`config.mk`:
```
export PLATFORM = sky130hd
export DESIGN_NAME = salted_multi_lane_crc32
export DESIGN_NICKNAME = d
export VERILOG_FILES = /design/src/sv/smlcrc_pkg.sv /design/src/sv/salted_multi_lane_crc32.sv /design/src/sv/smlcrc_lane.sv
export SDC_FILE = /design/constraint.sdc
export NUM_CORES = 1
export LEC_CHECK = 0
export ABC_CLOCK_PERIOD_IN_PS = 18700
export BUFFER_PORTS_ARGS = -buffer_cell sky130_fd_sc_hd__buf_4
export CORE_MARGIN = 4
export CORE_UTILIZATION = 60
export DETAILED_ROUTE_END_ITERATION = 8
export PLACE_DENSITY = 0.8
export SYNTH_ARGS = -nofsm -noshare
export SYNTH_HDL_FRONTEND = slang
export SYNTH_SLANG_ARGS = --single-unit
```
`constraint.sdc`:
```
create_clock -name aclk -period 18.7 [get_ports aclk]
set_input_delay 3.74 -clock aclk [delete_from_list [all_inputs] [get_ports aclk]]
set_output_delay 3.74 -clock aclk [all_outputs]
set_load 0.01 [all_outputs]
```
`src/sv/smlcrc_pkg.sv`:
```
// smlcrc_pkg: shared constants, types and crc-32 helper functions
// for the salted multi-lane crc-32 checker; no dependencies
package smlcrc_pkg;

    localparam logic [31:0] CRC_POLY           = 32'hEDB8_8320;
    localparam logic [31:0] CRC_INIT           = 32'hFFFF_FFFF;
    localparam int          SALT_BYTES         = 4;
    localparam int          SALT_REGS          = 4;
    localparam int          CHECK_COUNT        = 4;
    localparam int          LANE_COUNT_DEFAULT = 4;
    localparam int          CRC_W              = 32;
    localparam int          BYTE_W             = 8;
    localparam int          APB_ADDR_W         = 4;
    localparam int          APB_DATA_W         = 32;

    typedef enum logic [1:0] {
        REG_SALT_LANE0 = 2'd0,
        REG_SALT_LANE1 = 2'd1,
        REG_SALT_LANE2 = 2'd2,
        REG_SALT_LANE3 = 2'd3
    } reg_index_t;

    // per-lane control from the top level
    typedef struct packed {
        logic step;     // absorb the staged byte this cycle
        logic fresh;    // image not open: start from the salted preload
        logic salt_we;  // salt register of this lane is written
    } lane_ctrl_t;

    // one byte through the reflected crc-32, one bit per iteration
    function automatic logic [CRC_W-1:0] crc_step_byte(input logic [CRC_W-1:0] rem,
                                                        input logic [BYTE_W-1:0] data);
        logic [CRC_W-1:0] r;
        r = rem ^ {{(CRC_W-BYTE_W){1'b0}}, data};
        for (int k = 0; k < BYTE_W; k++) begin
            r = r[0] ? ((r >> 1) ^ CRC_POLY) : (r >> 1);
        end
        return r;
    endfunction

    // all-ones start, then the four salt bytes lowest first
    function automatic logic [CRC_W-1:0] crc32_salt(input logic [CRC_W-1:0] salt);
        logic [CRC_W-1:0] r;
        r = CRC_INIT;
        for (int b = 0; b < SALT_BYTES; b++) begin
            r = crc_step_byte(r, salt[b*BYTE_W +: BYTE_W]);
        end
        return r;
    endfunction

endpackage

```
`src/sv/salted_multi_lane_crc32.sv`:
```
// salted_multi_lane_crc32: top level, apb salt registers, stream stages and lane array
// depends on smlcrc_pkg and smlcrc_lane
//
// usage: image bytes arrive on the s_ stream, one byte per transfer in s_tdata,
// with s_tlast on the last byte of an image. salts for lanes 0..3 are written
// over the apb port at byte addresses 0, 4, 8, 12 while the block is idle; a
// salt takes effect with the next image. each lane starts at all ones, absorbs
// its salt, then every image byte. the transfer carrying s_tlast yields one
// m_ transfer holding the four inverted lane values (check0 in the low bits);
// other bytes produce nothing.
// throughput: one byte per cycle outside a stall, set by the one-byte crc step per lane
// between the input register and the lane remainder / result registers.
// result path: a last byte passes the input register, then the result register, which
// drives m_tvalid.
// stall: the result register holds while m_tready is low; input bytes keep
// flowing until a second last byte meets the full result register, then
// s_tready drops until the result is taken.
// reset: salts clear to zero, no image is open, both stream stages are empty.
module salted_multi_lane_crc32 #(
    parameter int LANE_COUNT = smlcrc_pkg::LANE_COUNT_DEFAULT
) (
    input  logic                                          aclk,
    input  logic                                          aresetn,
    // apb configuration port
    input  logic                                          psel,
    input  logic                                          penable,
    input  logic                                          pwrite,
    input  logic [smlcrc_pkg::APB_ADDR_W-1:0]             paddr,
    input  logic [smlcrc_pkg::APB_DATA_W-1:0]             pwdata,
    output logic [smlcrc_pkg::APB_DATA_W-1:0]             prdata,
    output logic                                          pready,
    // image byte stream
    input  logic                                          s_tvalid,
    output logic                                          s_tready,
    input  logic [smlcrc_pkg::BYTE_W-1:0]                 s_tdata,  // [7:0] image_byte
    input  logic                                          s_tlast,  // is_final
    // result stream
    output logic                                          m_tvalid,
    input  logic                                          m_tready,
    // [31:0] check0, [63:32] check1, [95:64] check2, [127:96] check3
    output logic [smlcrc_pkg::CHECK_COUNT*smlcrc_pkg::CRC_W-1:0] m_tdata
);
    import smlcrc_pkg::*;

    localparam int OUT_W = CHECK_COUNT * CRC_W;

    logic [CRC_W-1:0]  salt_reg [SALT_REGS];
    reg_index_t        reg_index;
    logic              cfg_we;

    logic              in_valid_reg;
    logic [BYTE_W-1:0] in_byte_reg;
    logic              in_last_reg;
    logic              image_open_reg;
    logic              out_valid_reg;
    logic [OUT_W-1:0]  out_data_reg;
    logic [OUT_W-1:0]  out_data_next;
    logic              advance;

    logic [CRC_W-1:0]  rem_next [LANE_COUNT];

    // configuration port
    assign pready    = 1'b1;
    assign reg_index = reg_index_t'(paddr[APB_ADDR_W-1:2]);
    assign cfg_we    = psel & penable & pwrite & pready;

    always_ff @(posedge aclk) begin
        if (!aresetn) begin
            for (int i = 0; i < SALT_REGS; i++) begin
                salt_reg[i] <= '0;
            end
        end else if (cfg_we) begin
            salt_reg[reg_index] <= pwdata;
        end
    end

    always_comb begin
        unique case (reg_index)
            REG_SALT_LANE0: prdata = salt_reg[REG_SALT_LANE0];
            REG_SALT_LANE1: prdata = salt_reg[REG_SALT_LANE1];
            REG_SALT_LANE2: prdata = salt_reg[REG_SALT_LANE2];
            REG_SALT_LANE3: prdata = salt_reg[REG_SALT_LANE3];
            default:        prdata = '0;
        endcase
    end

    // the staged byte moves on unless it closes an image and the result slot is blocked
    assign advance  = in_valid_reg & ~(in_last_reg & out_valid_reg & ~m_tready);
    assign s_tready = ~in_valid_reg | advance;

    always_ff @(posedge aclk) begin
        if (!aresetn) begin
            in_valid_reg <= 1'b0;
        end else if (s_tready) begin
            in_valid_reg <= s_tvalid;
        end
    end

    always_ff @(posedge aclk) begin
        if (s_tready & s_tvalid) begin
            in_byte_reg <= s_tdata;
            in_last_reg <= s_tlast;
        end
    end

    always_ff @(posedge aclk) begin
        if (!aresetn) begin
            image_open_reg <= 1'b0;
        end else if (advance) begin
            image_open_reg <= ~in_last_reg;
        end
    end

    // lane array
    for (genvar g = 0; g < LANE_COUNT; g++) begin : g_lane
        lane_ctrl_t       ctrl;
        logic [CRC_W-1:0] salt_wdata;

        if (g < SALT_REGS) begin : g_salted
            assign ctrl.salt_we = cfg_we && (reg_index == reg_index_t'(g));
            assign salt_wdata   = pwdata;
        end else begin : g_unsalted
            assign ctrl.salt_we = 1'b0;
            assign salt_wdata   = '0;
        end
        assign ctrl.step  = advance;
        assign ctrl.fresh = ~image_open_reg;

        smlcrc_lane u_lane (
            .aclk       (aclk),
            .aresetn    (aresetn),
            .ctrl       (ctrl),
            .salt_wdata (salt_wdata),
            .image_byte (in_byte_reg),
            .rem_next   (rem_next[g])
        );
    end

    for (genvar c = 0; c < CHECK_COUNT; c++) begin : g_check
        if (c < LANE_COUNT) begin : g_live
            assign out_data_next[c*CRC_W +: CRC_W] = ~rem_next[c];
        end else begin : g_absent
            assign out_data_next[c*CRC_W +: CRC_W] = '0;
        end
    end

    // result register
    always_ff @(posedge aclk) begin
        if (!aresetn) begin
            out_valid_reg <= 1'b0;
        end else if (advance & in_last_reg) begin
            out_valid_reg <= 1'b1;
        end else if (m_tready) begin
            out_valid_reg <= 1'b0;
        end
    end

    always_ff @(posedge aclk) begin
        if (advance & in_last_reg) begin
            out_data_reg <= out_data_next;
        end
    end

    assign m_tvalid = out_valid_reg;
    assign m_tdata  = out_data_reg;

endmodule

```
`src/sv/smlcrc_lane.sv`:
```
// smlcrc_lane: one crc-32 lane with its salted preload value and running remainder
// depends on smlcrc_pkg
module smlcrc_lane (
    input  logic                          aclk,
    input  logic                          aresetn,
    input  smlcrc_pkg::lane_ctrl_t        ctrl,
    input  logic [smlcrc_pkg::CRC_W-1:0]  salt_wdata,
    input  logic [smlcrc_pkg::BYTE_W-1:0] image_byte,
    output logic [smlcrc_pkg::CRC_W-1:0]  rem_next
);
    import smlcrc_pkg::*;

    logic [CRC_W-1:0] preload_reg;
    logic [CRC_W-1:0] rem_reg;
    logic [CRC_W-1:0] rem_base;

    // preload is folded at salt write time, so the byte path sees one byte step only
    always_ff @(posedge aclk) begin
        if (!aresetn) begin
            preload_reg <= crc32_salt('0);
        end else if (ctrl.salt_we) begin
            preload_reg <= crc32_salt(salt_wdata);
        end
    end

    assign rem_base = ctrl.fresh ? preload_reg : rem_reg;
    assign rem_next = crc_step_byte(rem_base, image_byte);

    always_ff @(posedge aclk) begin
        if (ctrl.step) begin
            rem_reg <= rem_next;
        end
    end

endmodule
```
=== Yosys cells after proc, flatten, opt, wreduce, memory -nomap -nowiden ===
Memory sizes are Yosys's and may differ from the RTL's.
Cells that the tools add are included.

* Register bits: 396
* Bits in writable memories: 128
* Input port bits: 52
* Output and inout port bits: 163
* Word-level logic and storage cells: 191
* Memories kept: 1

{| class="wikitable"
|+ Memory list
! name !! depth !! width !! read ports !! clocked after Yosys merged registers in !! write ports !! line !! text
|-
| salt_reg || 4 || 32 || 4 || 0 || 4 || salted_multi_lane_crc32.sv:47 || <nowiki>logic [CRC_W-1:0] salt_reg [SALT_REGS];</nowiki>
|}

* Equality and inequality tests: 3
* Mux-type cells: 78
* Bitwise operators: 88
* Reductions and logical operators: 7

{| class="wikitable"
|+ Operators by type and width
! operator !! number
|-
| two-way mux 32 bit || 69
|-
| NOT 13 -> 14 bit || 64
|-
| bitwise XOR 32 x 8 -> 32 bit || 7
|-
| NOT 32 bit || 4
|-
| case mux 32 bit (4 select lines) || 1
|-
| NOT 8 -> 32 bit || 1
|-
| OR reduction 32 bit || 1
|-
| AND 1 bit || 7
|-
| two-way mux 1 bit || 7
|-
| == test 2 bit, second input constant || 2
|-
| logical AND 1 bit || 4
|-
| NOT 1 bit || 4
|-
| == test 2 x 1 -> 1 bit, second input constant || 1
|-
| logical NOT 2 bit || 1
|-
| two-way mux 2 bit || 1
|-
| nonzero test 2 bit || 1
|-
| bitwise OR 1 bit || 1
|}

=== Longest topological paths before layout ===
* Word-level depth: 68
* Depth in mapped cells: 10
* Mapped depth without buffers: 8

=== By module ===
Synthesis repeated with hierarchy kept, for this count alone.

* Cell total of the unflattened synthesis: 2653
* Area total of the unflattened synthesis: 34360.5 um^2

{| class="wikitable"
|+ Modules (own cells, without submodules)
! module !! instances !! cells an instance !! area an instance (um^2) !! sequential area each (um^2)
|-
| smlcrc_lane || 4 || 508 || 5997.0 || 1601.5
|-
| salted_multi_lane_crc32 || 1 || 621 || 10372.4 || 8017.7
|}

=== Least setup slack after synthesis ===
Ideal clock, no wire load.

* Path kind: input port to flip-flop
* From: in m_tready
* To: reg out_data_reg[0], in the netlist m_tdata[0], enable pin
* Setup time: 0.475 ns
* Arrival: 16.295 ns
* Data required time: 18.225 ns
* Slack: 1.930 ns
* Stages: 4
* Path buffers: 0
* Path through: nor2b_1 > a21boi_0 > nand2_1 > inv_1

* Cells in the longest elaborated chain, start to end: 5

{| class="wikitable"
|+ Ends and longest elaborated chain
! element !! line !! text
|-
| start: declaration || salted_multi_lane_crc32.sv:39 || <nowiki>input logic m_tready,</nowiki>
|-
| NOT 1 bit || salted_multi_lane_crc32.sv:88 || <nowiki>assign advance = in_valid_reg & ~(in_last_reg & out_valid_reg & ~m_tready);</nowiki>
|-
| AND 1 bit || salted_multi_lane_crc32.sv:88 ||
|-
| NOT 1 bit || salted_multi_lane_crc32.sv:88 ||
|-
| AND 1 bit || salted_multi_lane_crc32.sv:88 ||
|-
| via advance || salted_multi_lane_crc32.sv:58 || <nowiki>logic advance;</nowiki>
|-
| AND 1 bit || salted_multi_lane_crc32.sv:159 || <nowiki>if (advance & in_last_reg) begin</nowiki>
|-
| end signal: assignment || salted_multi_lane_crc32.sv:160 || <nowiki>out_data_reg <= out_data_next;</nowiki>
|-
| end: declaration || salted_multi_lane_crc32.sv:56 || <nowiki>logic [OUT_W-1:0] out_data_reg;</nowiki>
|}

The timed path passes the listed nets, and every way through them passes these cells.
A chain may end at the register's enable or synchronous reset.

=== Worst setup path in the final report ===
* From: in paddr[2] (netlist bit)
* To: out prdata[1] (netlist bit)

* Cells in the longest elaborated chain, start to end: 2
* Elaborated cells between the ends (all ways): 5
* Classes of those cells: eq/ne: 3; mux: 1; reduce/logical: 1

{| class="wikitable"
|+ Ends and longest elaborated chain
! element !! line !! text
|-
| start: declaration || salted_multi_lane_crc32.sv:28 || <nowiki>input logic [smlcrc_pkg::APB_ADDR_W-1:0] paddr,</nowiki>
|-
| == test 2 bit (tied with other cells) || salted_multi_lane_crc32.sv:78 || <nowiki>unique case (reg_index)</nowiki>
|-
| case mux 32 bit (4 select lines) (*) || salted_multi_lane_crc32.sv:78 ||
|-
| end: declaration || salted_multi_lane_crc32.sv:30 || <nowiki>output logic [smlcrc_pkg::APB_DATA_W-1:0] prdata,</nowiki>
|}

Every way passes the cells marked *; elsewhere a longest branch is shown, timed or not.

==> flow_summary.toml <==
[floorplanning]
die_x_microns = 211
rows = 74
start_util_pct = 60.7
core_area_sq_mm = 0.0408
die_area_sq_mm = 0.0446
io_pins = 215
die_h_microns = 211

[drt]
totalWireLength_mm = 60.2
drtIter0Drc = 1341
viasPerCell = 5.60
wl_per_cell_microns = 23.4
detail-route-antenna-nets = 0
vias = 14434
first_pass_iters = 5
route.detailed.drc = 0

[sta]
rsz0062_at_grt = "no"
finalCriticalPeriod_ns = 8.92
fin_crit_sh_pct = 47.7
hold_violations = 0
fin_skew_ns = 0.0363
finalSetupTns_ns = 0
setup_violations = 0
tightest_slew_ns = 1.28
slew_headroom_pct = 14.3
fmax_ghz = 0.112
slew_violations = 0

[synth]
ys_types = 38
ys_ff_latch = 524
yosysWarnings = 0
syn_area_sq_mm = 0.0248
avgSynthCellArea_sq_um = 13.9
synth_seq_area_share_pct = 58.2
netlist_instances = 1785
syn_nets = 1837

[global_route]
antenna_found_initial = 0
grt_use_total_pct = 26.9
grt_max_degree = 72
grt_pass1_wl_mm = 90.7
overflow = 0
grt_pass1_vias = 15143

[critical_path]
worstSetupPathType = "input port to primary output"
cp.arrival_ns = 5.18
path_buf_inv = 2
end_kind = "primary output"
crit_required_ns = 14.96
cp_slowest_cell = "mux4_2"
cpMostUsedCell = "buf_4"
crit_path_max_fanout = 39
cp_top_family = "buffers and inverters"
startpoint_type = "input port"
critical_path.max_stage_delay_ns = 0.63
cp_cell_sequence = "buf_4 > mux4_2 > buf_4"

[clock_network]
cts_max_path_buffers = 3
cts-root-buf = "clkbuf_16"
htreeDepth = 2
post_cts_buffers = 0
ctsHoldBuffers = 0
path_clk_slew_ns = 0.06
cts.repair.resized = 0
cts.sinks = 524
cts_tree = "done"
cts_inserted_buffers = 52
clock_latency_ns = 0.62

[final_layout]
nets = 2050
layout_common_cells = "edfxtp_1, xnor2_1, buf_4, xor2_1, inv_1"
fin_area_sq_mm = 0.0287
layout_commonest_cell = "edfxtp_1"
drive_gt1_share_pct = 19.2
syn2layout_area_growth_pct = 16.0
nFillCells = 2776
finalCoreUtilization_pct = 70.4
finalNonFillerCells = 2576

[placed_design]
place_area_sq_mm = 0.0269
dp.cells = 2476
place_congestion = 0.919
io_buffers = 211
hpwl_mm = 40.1

[job]
cap_viol_max_count = 0

[hold_path]
min_path_type = "flip-flop to flip-flop"

[outcome]
status = "complete, no violations"
## cells by family after synthesis
kind of cell | Yosys count | share of synthesized area (%)
XOR/XNOR | 526 | 22.0
flip-flops | 524 | 58.2
AND/OR/NAND/NOR | 227 | 4.77
buffers and inverters | 215 | 3.41
multiplexers | 160 | 8.08
AO/OA/AOI/OAI | 132 | 3.51
other | 1 | 0.0151
## final timing paths
check / end / from / slack [ns] / depth (start not counted)
setup reg to reg: m_tdata[83] / image_open_reg / 14.24 / 8
hold reg to reg: g_lane[0].u_lane.preload_reg[2] / g_lane[0].u_lane.preload_reg[2] / 0.46 / 2
hold / removal: g_lane[0].u_lane.preload_reg[2] / g_lane[0].u_lane.preload_reg[2] / 0.46 / 2
setup / recovery: prdata[1] / paddr[2] / 9.78 / 3
## cells in the mapped netlist (all sizes together)
library cell  count  area, sq um
nor2b             1         6.26
nand3             2         10.0
dfxtp           131         2620
edfxtp          393        11800
a22o             52          455
mux2i           128         1280
conb              1         3.75
a21oi            73          365
and2            124          776
inv             134          503
o21a              1         7.51
xor3              6          146
nand2b            2         12.5
buf              30          150
a21boi            1         7.51
xnor2           336         3120
nor3              3         15.0
a31oi             1         6.26
nand4             1         6.26
nor4              1         6.26
clkinv            4         15.0
o31ai             1         7.51
o41ai             1         8.76
xor2            153         1480
clkbuf           47          176
xnor3            31          702
nand2             6         22.5
nor2             87          327
mux4             32          721
o21ai             2         10.0
## worst min-delay path: cells and delay by family, from the launching register on
kind | cells | cell delay (ns)
flip-flops | 1 | 0.32
AND/OR/NAND/NOR | 1 | 0.05
AO/OA/AOI/OAI | 1 | 0.05
## stage by stage
step	hold slack, ns	setup slack (ns)
after global routing	0.488	9.68
after CTS	0.457	9.75
final	0.455	9.78
after detailed placement	0.438	9.74
after floorplan	0.419	1.93
after global placement	0.432	9.74
## per-layer routing
metal  wire, microns  global-route usage (%)  up-vias  part of all wire (%)
met5               0                       0        -                     0
met4            2250                    10.9        0                   3.7
met3            4040                    3.94      135                   6.7
met2           29400                    43.9      560                    49
met1           24500                    37.0     7228                    41
li1                -                       -     6511                     -
## cell type report
class                           instances  area (sq um)  share of cell area [%]
Antenna cell                            2          5.00                  0.0174
Clock buffer                           58          1350                    4.68
Multi-Input combinational cell       1046          9530                    33.2
Clock inverter                         40           477                    1.66
Tap cell                              532           666                    2.32
Inverter                              138           520                    1.81
Sequential cell                       524         14400                    50.2
Timing Repair Buffer                  236          1770                    6.16
Power is not shown: default switching activity piles up to over one toggle a cycle in this logic, so the estimate is an artifact.
